===== src/hdl/ica_pkg.sv =====
// ----------------------------------------------------------------------------
// ica_pkg: shared types and constants for the attitude filter
// Fixed widths, atan table and the queue word between front and back.
// ----------------------------------------------------------------------------
package ica_pkg;

  localparam int unsigned CordicStepsDef = 16;
  localparam int unsigned CordicStepsMax = 24;
  localparam int unsigned QueueDepth     = 2;

  localparam logic [15:0] GainReset = 16'd26214;
  localparam logic signed [47:0] Deg180Q16 = 48'sd11796480;
  localparam logic signed [31:0] SatQ7  = 32'sd23040;
  localparam logic [15:0] FullQ7 = 16'd46080;

  // register addresses
  localparam logic [0:0] RegBlendGain = 1'b0;

  // raw sample held in the queue
  typedef struct packed {
    logic signed [15:0] rate_x;
    logic signed [15:0] rate_y;
    logic signed [15:0] acc_x;
    logic signed [15:0] acc_y;
    logic signed [15:0] acc_z;
    logic signed [15:0] mag_x;
    logic signed [15:0] mag_y;
    logic signed [15:0] mag_z;
    logic [15:0]        step_time;
    logic               acc_zero;
    logic               yz_zero;
  } sample_t;

  // result word
  typedef struct packed {
    logic [15:0] pitch_angle;
    logic [15:0] roll_angle;
    logic [15:0] heading;
    logic        heading_valid;
  } result_t;

  typedef enum logic [3:0] {
    ST_IDLE, ST_SQ_R, ST_SQ_L, ST_ROLL, ST_PITCH, ST_HX1, ST_HX2, ST_HY1,
    ST_HY2, ST_HY3, ST_HEAD, ST_INTEG, ST_BLEND, ST_OUT
  } seq_state_e;

  typedef enum logic [1:0] {
    OP_IDLE, OP_NORM, OP_ROT, OP_DONE
  } cordic_state_e;

  // round(atan(2^-i) deg * 2^16)
  function automatic logic [21:0] atan_q16(input logic [4:0] i);
    logic [21:0] v;
    case (i)
      5'd0:  v = 22'd2949120;
      5'd1:  v = 22'd1740967;
      5'd2:  v = 22'd919879;
      5'd3:  v = 22'd466945;
      5'd4:  v = 22'd234379;
      5'd5:  v = 22'd117304;
      5'd6:  v = 22'd58666;
      5'd7:  v = 22'd29335;
      5'd8:  v = 22'd14668;
      5'd9:  v = 22'd7334;
      5'd10: v = 22'd3667;
      5'd11: v = 22'd1833;
      5'd12: v = 22'd917;
      5'd13: v = 22'd458;
      5'd14: v = 22'd229;
      5'd15: v = 22'd115;
      5'd16: v = 22'd57;
      5'd17: v = 22'd29;
      5'd18: v = 22'd14;
      5'd19: v = 22'd7;
      5'd20: v = 22'd4;
      5'd21: v = 22'd2;
      5'd22: v = 22'd1;
      default: v = 22'd0;
    endcase
    return v;
  endfunction

endpackage


===== src/hdl/ica_front.sv =====
// ----------------------------------------------------------------------------
// ica_front: input side and sample queue
// Takes sample words, flags zero accel cases and holds them in a short queue.
// ----------------------------------------------------------------------------
module ica_front import ica_pkg::*; (
  input  logic         clk_i,
  input  logic         rst_ni,
  input  logic         s_tvalid,
  output logic         s_tready,
  input  logic [143:0] s_tdata,
  output logic         q_valid_o,
  input  logic         q_pop_i,
  output sample_t      q_data_o
);

  sample_t mem_q [QueueDepth];
  logic [0:0] wr_q, rd_q;
  logic [1:0] cnt_q;
  sample_t smp;
  logic push;

  // classify incoming word
  always_comb begin
    smp.rate_x    = s_tdata[15:0];
    smp.rate_y    = s_tdata[31:16];
    smp.acc_x     = s_tdata[47:32];
    smp.acc_y     = s_tdata[63:48];
    smp.acc_z     = s_tdata[79:64];
    smp.mag_x     = s_tdata[95:80];
    smp.mag_y     = s_tdata[111:96];
    smp.mag_z     = s_tdata[127:112];
    smp.step_time = s_tdata[143:128];
    smp.yz_zero   = (s_tdata[79:48] == '0);
    smp.acc_zero  = (s_tdata[79:32] == '0);
  end

  assign s_tready  = (cnt_q != 2'(QueueDepth));
  assign push      = s_tvalid && s_tready;
  assign q_valid_o = (cnt_q != '0);
  assign q_data_o  = mem_q[rd_q];

  // queue storage
  always_ff @(posedge clk_i) begin
    if (push) mem_q[wr_q] <= smp;
  end

  // queue pointers
  always_ff @(posedge clk_i or negedge rst_ni) begin
    if (!rst_ni) begin
      wr_q <= '0; rd_q <= '0; cnt_q <= '0;
    end else begin
      if (push) wr_q <= wr_q + 1'b1;
      if (q_pop_i) rd_q <= rd_q + 1'b1;
      cnt_q <= cnt_q + 2'(push) - 2'(q_pop_i);
    end
  end

endmodule


===== config.mk =====
export PLATFORM = sky130hd
export DESIGN_NAME = ica_front
export DESIGN_NICKNAME = d
export VERILOG_FILES = /design/src/hdl/ica_pkg.sv /design/src/hdl/ica_front.sv
export SDC_FILE = /design/constraint.sdc
export NUM_CORES = 1
export LEC_CHECK = 0
export ABC_AREA = 1
export BUFFER_PORTS_ARGS = -buffer_cell sky130_fd_sc_hd__buf_2
export CORE_AREA = 2 2 153 170
export CTS_CLUSTER_SIZE = 14
export DETAILED_ROUTE_END_ITERATION = 7
export DIE_AREA = 0 0 155 172
export PLACE_DENSITY = 0.69
export SLEW_MARGIN = 30
export SYNTH_ARGS = -nofsm -noshare
export SYNTH_HDL_FRONTEND = slang
export SYNTH_SLANG_ARGS = --single-unit

===== constraint.sdc =====
create_clock -name clk_i -period 16.88 [get_ports clk_i]
set_input_delay 2.532 -clock clk_i [delete_from_list [all_inputs] [get_ports clk_i]]
set_output_delay 2.532 -clock clk_i [all_outputs]
set_load 0.03 [all_outputs]

; ---- Yosys cells after proc, flatten, opt, wreduce, memory -nomap -nowiden
; Memories as Yosys holds them, arrays and structs flattened.
; Index checks and enable logic that the tools add are counted.
; W data, S select, Z words.
[classes]
n_addsub = 4
n_eq_ne = 1
mux = 2
reduce_logical = 4
[op_table]
columns = cell, n
row1 = $logic_not A48 Y1, 1
row2 = $logic_not A32 Y1, 1
row3 = $add A1 B1 Y1 const B, 2
row4 = $add A2 B1 Y2, 1
row5 = $mux W1, 2
row6 = $ne A2 B2 Y1 const B, 1
row7 = $reduce_bool A2 Y1, 1
row8 = $sub A2 B1 Y2, 1
row9 = $logic_and A1 B1 Y1, 1
[totals]
register_bits = 4
ram_bits = 292
input_bits = 148
out_inout_bits = 148
elab_cells = 15
n_memories = 1
[memory_table]
columns = memory, depth, width, read_ports, rd_ports_with_merged_regs, wr, line_no
row1 = mem_q, 2, 146, 1, 0, 1, ica_front.sv:16  ; sample_t mem_q [QueueDepth];

; ---- Longest topological paths before layout
; Gate-level depths: netlist (run 1).
[depth]
ltp_word = 4
depth_mapped = 7
depth_no_buf = 7

; ---- Worst setup path after synthesis (run 1)
; Ideal clock, no wire load.
[synth_timing]
path_kind = input to register
start = input s_tvalid
end = memory mem_q[1][0] in the netlist's numbering, enable pin
setup_time_ns = 0.656
arrival_time_ns = 8.751
t_required_ns = 16.224
setup_slack_ns = 7.473
cell_stages = 2
n_path_buf = 0
cell_sequence = nand2_1 nor2_1
[synth_between]
elab_chain_cells = 3
[synth_lines]
columns = item, line_no
row1 = start: declaration, ica_front.sv:8  ; input logic s_tvalid,
row2 = $logic_and A1 B1 Y1, ica_front.sv:38  ; assign push = s_tvalid && s_tready;
row3 = $mux W1, ica_front.sv:44  ; if (push) mem_q[wr_q] <= smp;
row4 = $mux W1 (not written as such), ica_front.sv:44
row5 = end: declaration, ica_front.sv:16
; No other way between the ends.

==> impl_metrics.json, run 1 <==
{
  "io_pins": 296,
  "fin_crit_sh": 0.301,
  "crit_slowest_cell": "buf_4",
  "yosysWarnings": 0,
  "grt_pass1_vias": 5740,
  "io_buffers": 295,
  "fp.dieArea_sq_um": 26700,
  "ys_ff_latch": 296,
  "clock_path_buffers": 3,
  "wire_per_inst_um": 17.5,
  "cts_sinks": 296,
  "syn_area_sq_um": 11000,
  "clkTransAtPathRegs_ns": 0.06,
  "num_vias": 5704,
  "syn_to_final_growth_pct": 24.0,
  "avgSynthCellArea_sq_um": 20.6,
  "insertion_delay_ns": 0.53,
  "final_common_cell": "buf_2",
  "postCtsSetupBuffers": 0,
  "slew_headroom": 0.404,
  "peakVddDrop_uv": 117,
  "initial_core_util": 0.441,
  "hp-class": "register to register",
  "cts_max_level": 1,
  "finalSetupTns_ns": 0,
  "setup_ws_ns": 11.81,
  "critPathKind": "register to output pin",
  "cts-buffers-inserted": 29,
  "status": "completed",
  "final_cell_mix": "295 x buf_2, 292 x edfxtp_1, 146 x mux2_2",
  "syn_inst": 535,
  "post-route-min-period_ns": 5.07,
  "maxSlewViolCount": 0,
  "synth_top_family_by_area": "multiplexers",
  "final_cell_area_sq_um": 13700,
  "syn_nets": 684,
  "synth_mux_area_frac": 0.149,
  "die_y_um": 172,
  "root_buffer": "clkbuf_16",
  "final_antenna_net_count": 0,
  "cap_violations": 0,
  "die_w_um": 155,
  "grt_setup_unrepaired": "false",
  "cts_hold_buf": 0,
  "rows": 61,
  "synthXorXnorAreaFrac": 0.00318,
  "routed_wl_um": 20900,
  "fin_nets": 1002,
  "required_ns": 14.35,
  "ys_types": 15,
  "grt_pass1_wl_um": 31100,
  "dp_hpwl_um": 13900,
  "synthSimpleGateAreaFrac": 0.0186,
  "dr.pass1.iters": 4,
  "p_leak_nw": 5.15,
  "synthAdderAreaFrac": 0.00114,
  "powerDensity_nw_per_um2": 184,
  "power_mw": 2.52,
  "max_stage_delay_ns": 0.74,
  "tightest_slew_ns": 0.894,
  "hold_viol": 0,
  "crit_chain": "buf_4, mux2_2, buf_2",
  "pre_cts_slack_ns": 12.31,
  "layout-drive-gt1-share": 0.554,
  "skew_ns": 0.00888,
  "grt-ovfl-total": 0,
  "synth_compound_area_frac": 0.000454,
  "cts_resized": 0,
  "grt_max_degree": 68,
  "drt-initial-drc-count": 250,
  "clock.fmax_ghz": 0.197,
  "ys_seq_area_frac": 0.805,
  "drc_errors": 0,
  "startpoint_type": "register",
  "gp_congestion": 0.730,
  "final-setup-viol-count": 0,
  "core_sq_um": 25000,
  "via_per_inst": 4.79,
  "cts_tree": "yes",
  "cp_max_fo": 67,
  "end_kind": "output pin",
  "holdWs_ns": 0.526,
  "postPlaceCellArea_sq_um": 12800,
  "grtUsageTotal": 0.151,
  "arrival_ns": 2.54,
  "antenna_found_initial": 3
}
-- routing by layer --
layer  GRT usage  up-vias  wire [um]
met1       0.176     2744       7870
met2       0.261      231      10500
li1            -     2699          -
met4      0.0403        2        340
met5           0        -         16
met3      0.0607       28       2200
-- per-stage QoR --
step                std cells  utilization
floorplan                 535            -
global placement         1135        0.512
detailed placement       1137        0.514
CTS                      1190        0.547
global route             1191        0.547
finish                   1192        0.547
-- critical path: cells and delay by family, from the launching register on --
kind                   cells  cell delay [ns]
muxes                      1             0.44
DFF                        1             0.60
buffers and inverters      2             0.92
-- final cells by class --
type / instances / area (sq um)
tap: 315 / 394
fill: 1998 / 11300
clock buffer: 38 / 759
sequential: 296 / 8870
multi-input combinational: 204 / 1920
clock inverter: 15 / 60.1
timing repair buffer: 303 / 1580
inverter: 19 / 71.3
antenna: 2 / 5.00
-- power breakdown --
group	switching (mW)	leakage [nW]	internal, mW
Clock	0.247	0.399	0.313
Combinational	0.613	2.00	0.304
Sequential	0.0403	2.76	1.00
-- synthesized netlist by cell type --
cell type | instances | area, sq um
buf_2 | 1 | 5.00
ha_1 | 1 | 12.5
xor2_1 | 2 | 17.5
nand4_1 | 1 | 6.26
edfxtp_1 | 292 | 8770
a21oi_1 | 1 | 5.00
and2_1 | 2 | 12.5
xnor2_1 | 2 | 17.5
mux2_2 | 146 | 1640
dfrtp_1 | 4 | 100
inv_1 | 19 | 71.3
buf_6 | 15 | 169
nor2_1 | 28 | 105
nand2_1 | 20 | 75.1
or2_2 | 1 | 6.26
-- registers in the layout, indices dropped and copies added, names as in the netlist --
| signal | cells |
|---|---|
| cnt_q | 2 |
| rd_q | 1 |
| mem_q | 292 |
| wr_q | 1 |
-- cell families after synthesis --
family | after synthesis
flops | 296
mux | 146
simple gates | 52
buf+inv | 35
xor+xnor | 4
compound gates | 1
fa+ha+maj | 1
-- worst paths after layout --
check,start,endpoint,slack (ns),cells after the start
setup / recovery,rd_q,q_data_o[132],11.81,3
hold / removal,cnt_q[0],cnt_q[0],0.53,1
setup reg to reg,cnt_q[1],mem_q[0][41],14.50,4
hold reg to reg,cnt_q[0],cnt_q[0],0.53,1
max in group asynchronous,rst_ni,rd_q,14.93,1
min in group asynchronous,rst_ni,cnt_q[0],1.80,1
(Power assumes the default switching activity.)
==> run 2, diff against run 1 <==
--- a/config.mk
+++ b/config.mk
@@ -11,7 +11,7 @@
 export CTS_CLUSTER_SIZE = 14
 export DETAILED_ROUTE_END_ITERATION = 7
 export DIE_AREA = 0 0 155 172
-export PLACE_DENSITY = 0.69
+export PLACE_DENSITY = 0.72
 export SLEW_MARGIN = 30
 export SYNTH_ARGS = -nofsm -noshare
 export SYNTH_HDL_FRONTEND = slang
==> constraint.sdc (replaced) <==
create_clock -name clk_i -period 4.3 [get_ports clk_i]
set_input_delay 0.645 -clock clk_i [delete_from_list [all_inputs] [get_ports clk_i]]
set_output_delay 0.645 -clock clk_i [all_outputs]
set_load 0.03 [all_outputs]
==> run 2 against run 1 <==
- clock power grew to 4.2 times the previous value
- combinational power grew to 4.0 times the previous value
- sequential power grew to 3.9 times the previous value
- global-route usage shrank 0.13 points
- largest cell class unchanged
- largest power group unchanged
==> impl_metrics.json, run 2 (same netlist as run 1, synthesis figures left out) <==
{
  "cts_max_level": 1,
  "path_delay_family": "buffers and inverters",
  "io_pins": 296,
  "num_vias": 5743,
  "critPathLaunch": "rd_q",
  "end_kind": "output pin",
  "intPower_mw": 6.47,
  "cts_tree": "yes",
  "crit_chain": "buf_4, mux2_2, buf_2",
  "max_stage_delay_ns": 0.63,
  "final_common_cell": "buf_2",
  "r2r-start": "cnt_q[1]",
  "fin_crit_sh": 0.677,
  "wire_per_inst_um": 17.5,
  "p_switching_mw": 3.55,
  "top_layer_used": "met5",
  "power_mw": 10.0,
  "grt_pass1_vias": 5964,
  "root_buffer": "clkbuf_16",
  "die_y_um": 172,
  "dr.pass1.iters": 4,
  "pwr-share-seq": 0.406,
  "cap_violations": 0,
  "crit_slowest_cell": "buf_4",
  "final_util": 0.549,
  "final_cell_mix": "295 x buf_2, 292 x edfxtp_1, 146 x mux2_2",
  "syn_to_final_growth_pct": 24.4,
  "drc_errors": 0,
  "required_ns": 3.65,
  "clock_path_buffers": 3,
  "wl_met1_um": 7590,
  "cts_resized": 0,
  "final-setup-viol-count": 0,
  "via_per_inst": 4.82,
  "routed_wl_um": 20900,
  "wl_met2_um": 10600,
  "insertion_delay_ns": 0.53,
  "powerDensity_nw_per_um2": 731,
  "layout-drive-gt1-share": 0.557,
  "grt_max_degree": 135,
  "slew_headroom": 0.434,
  "critPathKind": "register to output pin",
  "arrival_ns": 2.27,
  "grt-ovfl-total": 0,
  "setup_ws_ns": 1.39,
  "antenna_found_initial": 4,
  "post-route-min-period_ns": 2.91,
  "rows": 61,
  "top_regs": "mem_q: 292 flops, cnt_q: 2 flops",
  "pre_cts_slack_ns": 1.84,
  "hold_viol": 0,
  "fin_nets": 1000,
  "final_antenna_net_count": 0,
  "p_sw_frac": 0.354,
  "combPwrFrac": 0.361,
  "maxSlewViolCount": 0,
  "die_w_um": 155,
  "grt_setup_unrepaired": "false",
  "cts-buffers-inserted": 29,
  "startpoint_type": "register",
  "tightest_slew_ns": 0.849,
  "skew_ns": 0.00594,
  "cts_sinks": 296,
  "grt_pass1_wl_um": 31000,
  "status": "completed",
  "grtUsageTotal": 0.150,
  "fillerInstances": 2001,
  "p_leak_nw": 5.16,
  "fp.dieArea_sq_um": 26700,
  "cp_max_fo": 61,
  "gp_congestion": 0.728,
  "largest_reg_flops": 292,
  "drt-initial-drc-count": 288,
  "clock.fmax_ghz": 0.343,
  "top_register": "mem_q",
  "hp-class": "primary input to register",
  "min_from": "s_tdata[29]",
  "crit_buf_inv": 2,
  "io_buffers": 295,
  "peakVddDrop_uv": 498,
  "dp_hpwl_um": 13700,
  "met3WireLength_um": 2170,
  "clkTransAtPathRegs_ns": 0.06,
  "initial_core_util": 0.441,
  "core_sq_um": 25000,
  "power_frac_clock": 0.233
}
run 2: cell count changes in the layout (fill, tap and decap cells not counted):
cell and change:
buf_4 -4, buf_12 +3, clkbuf_1 -3, buf_16 -2
bufinv_16 +2, clkinvlp_4 +2, diode_2 +2, clkinv_1 -1
dlygate4sd3_1 +1
run 2: power groups by stage:
stage | clock (mW) | sequential (mW) | combinational, mW
2_1_floorplan | 0 | 4.17 | 2.76
3_3_place_gp | 0 | 4.09 | 3.65
3_5_place_dp | 0 | 4.13 | 3.65
4_1_cts | 2.40 | 4.07 | 3.67
5_1_grt | 2.51 | 4.12 | 3.85
6_report | 2.33 | 4.06 | 3.62
run 2: repair_timing:
| item | 4_1_cts | 5_1_grt |
|---|---|---|
| hold buffers | 1 | 0 |
| setup buffers | 0 | 0 |
| endpoints found under the hold margin | 4 | 0 |
run 2: worst paths after layout:
check                                 to  slack [ns]  depth (start not counted)
max                         q_data_o[57]        1.39                          3
min                        mem_q[1][127]        0.30                          1
max reg2reg                 mem_q[1][58]        2.07                          4
min reg2reg                     cnt_q[0]        0.52                          1
max in group asynchronous           rd_q        3.70                          2
min in group asynchronous           wr_q        0.46                          2
run 2: layout make-up:
type,count,area (sq um),share of cell area
clock inverters,18,131,0.00959
flip-flops and latches,296,8870,0.647
clock buffers,35,748,0.0546
multi-input cells,204,1920,0.140
diodes,4,10.0,0.000730
repair buffers,301,1560,0.114
well taps,315,394,0.0288
inverters,19,71.3,0.00520
run 2: worst reg2reg max path, stage by stage, from the launching register on:
cell and delay (ns):
dfrtp_1 0.40, nand2_1 0.13, nand2_1 0.18, nor2_4 0.54
buf_4 0.59
run 2: layer usage:
layer / global-route usage / up-vias
met3: 0.0627 / 41
met2: 0.264 / 217
met5: 0 / -
met4: 0.0491 / 2
met1: 0.165 / 2791
li1: - / 2692
run 2: through the flow:
stage	TNS (ns)	std cells	hold slack, ns	cell area, sq um
after floorplan	-240.73	535	0.349	11000
after global placement	0	1134	0.461	12800
after detailed placement	0	1134	0.459	12800
after CTS	0	1188	0.265	13700
after global routing	0	1189	0.272	13700
final	0	1192	0.296	13700
==> run 3, diff against run 2 <==
--- a/config.mk
+++ b/config.mk
@@ -11,7 +11,7 @@
 export CTS_CLUSTER_SIZE = 14
 export DETAILED_ROUTE_END_ITERATION = 7
 export DIE_AREA = 0 0 155 172
-export PLACE_DENSITY = 0.72
+export PLACE_DENSITY = 0.69
 export SLEW_MARGIN = 30
 export SYNTH_ARGS = -nofsm -noshare
 export SYNTH_HDL_FRONTEND = slang
==> constraint.sdc (replaced) <==
create_clock -name clk_i -period 2.7 [get_ports clk_i]
set_input_delay 0.405 -clock clk_i [delete_from_list [all_inputs] [get_ports clk_i]]
set_output_delay 0.405 -clock clk_i [all_outputs]
set_load 0.03 [all_outputs]
==> run 3 against run 2 <==
- via count grew 0.49%
- cell count increased by 0.42%
- critical endpoint is now q_data_o[50]
- global-route usage increased by 0.23 points
- critical path depth is the same
- sequential share of layout area fell by 0.58 points
- wire length rose by 1.8%
- die area unchanged
==> impl_metrics.json, run 3 (same netlist as run 1, synthesis figures left out) <==
{
  "powerDensity_nw_per_um2": 1170,
  "die_y_um": 172,
  "end_kind": "output pin",
  "slew_headroom": 0.653,
  "skew_ns": 0.00978,
  "grtUsageTotal": 0.152,
  "io_pins": 296,
  "fillerInstances": 2007,
  "arrival_ns": 2.03,
  "routed_wl_um": 21300,
  "syn_to_final_growth_pct": 25.5,
  "multi_input_area_sq_um": 1930,
  "drc_errors": 0,
  "cp_max_fo": 86,
  "top_register": "mem_q",
  "hold_path_depth": 1,
  "hold_viol": 0,
  "peakVddDrop_uv": 688,
  "root_buffer": "clkbuf_16",
  "grt-ovfl-total": 0,
  "grt_pass1_vias": 5896,
  "cts_tree": "yes",
  "clock.fmax_ghz": 0.411,
  "dp_hpwl_um": 14200,
  "die_w_um": 155,
  "largest_reg_flops": 292,
  "fin_crit_sh": 0.902,
  "clock_path_buffers": 3,
  "regToRegSetupSlack_ns": 1.03,
  "rows": 61,
  "cts_sinks": 296,
  "via_per_inst": 4.82,
  "dr.pass1.iters": 4,
  "r2r-start": "cnt_q[1]",
  "final-setup-viol-count": 0,
  "tightest_slew_ns": 0.520,
  "cts-buffers-inserted": 30,
  "initial_core_util": 0.441,
  "grt_setup_unrepaired": "false",
  "seqCellArea_sq_um": 8870,
  "post-route-min-period_ns": 2.44,
  "final_antenna_net_count": 0,
  "critPathKind": "register to output pin",
  "min_from": "s_tdata[30]",
  "status": "completed",
  "hold_path_end": "mem_q[0][128]",
  "antenna_found_initial": 4,
  "cap_violations": 0,
  "fin_cells": 1197,
  "clkTransAtPathRegs_ns": 0.06,
  "layout-drive-gt1-share": 0.562,
  "grt_max_degree": 87,
  "worstRegToRegCells": 4,
  "grt_pass1_wl_um": 31500,
  "p_leak_nw": 5.23,
  "num_vias": 5771,
  "insertion_delay_ns": 0.54,
  "power_mw": 16.2,
  "final_common_cell": "buf_2",
  "fp.dieArea_sq_um": 26700,
  "place_inst": 1137,
  "fin_nets": 1004,
  "wire_per_inst_um": 17.8,
  "drt-initial-drc-count": 252,
  "gp_congestion": 0.758,
  "top_regs": "mem_q: 292 flops, cnt_q: 2 flops",
  "core_sq_um": 25000,
  "required_ns": 2.30,
  "holdWs_ns": 0.0476,
  "maxSlewViolCount": 0,
  "postCtsSetupBuffers": 0,
  "cts_max_level": 1,
  "startpoint_type": "register",
  "hp-class": "primary input to register",
  "r2r_end": "mem_q[0][47]",
  "io_buffers": 295,
  "final_cell_mix": "295 x buf_2, 292 x edfxtp_1, 146 x mux2_2"
}
run 3: repair_timing:
item,in CTS,in global routing
hold endpoints to repair,4,0
hold buffers,1,0
gates resized for setup,0,0
run 3: report_power, final:
part / internal, mW / leakage [nW] / switching, mW / total [mW]
clock network: 2.27 / 0.456 / 1.57 / 3.85
registers: 6.26 / 2.76 / 0.226 / 6.49
logic: 1.95 / 2.02 / 3.88 / 5.83
run 3: metrics by stage:
step	setup slack, ns	area [sq um]	TNS, ns	utilization
floorplan	-0.541	11000	-154.03	-
global placement	0.834	12900	0	0.516
detailed placement	0.833	12900	0	0.516
CTS	0.241	13800	0	0.554
global route	0.195	13800	0	0.554
finish	0.264	13800	0	0.554
run 3: area by class of cell:
type	count	share of cell area
Timing Repair Buffer	304	0.117
Multi-Input combinational cell	204	0.140
Inverter	19	0.00516
Tap cell	315	0.0285
Antenna cell	3	0.000543
Sequential cell	296	0.642
Clock buffer	45	0.0621
Clock inverter	11	0.00525
run 3: worst max-delay path by stage:
stage | slack [ns] | cells past startpoint | startpoint | endpoint
after floorplan | -0.54 | 3 | cnt_q[1] | mem_q[1][0]
after global placement | 0.83 | 3 | rd_q | q_data_o[50]
after detailed placement | 0.83 | 3 | rd_q | q_data_o[50]
after CTS | 0.24 | 3 | rd_q | q_data_o[50]
after global routing | 0.20 | 3 | rd_q | q_data_o[50]
final | 0.26 | 3 | rd_q | q_data_o[50]
run 3: worst max-delay path, stage by stage (launching register included):
cell and delay [ns]:
dfrtp_4 0.44, buf_12 0.38, mux2_2 0.41, buf_2 0.18
run 3: layer usage:
metal	vias to the layer above	track usage	wire, um
li1	2701	-	-
met1	2803	0.174	8050
met2	225	0.264	10700
met3	40	0.0546	1970
met4	2	0.0564	561
met5	-	0	20
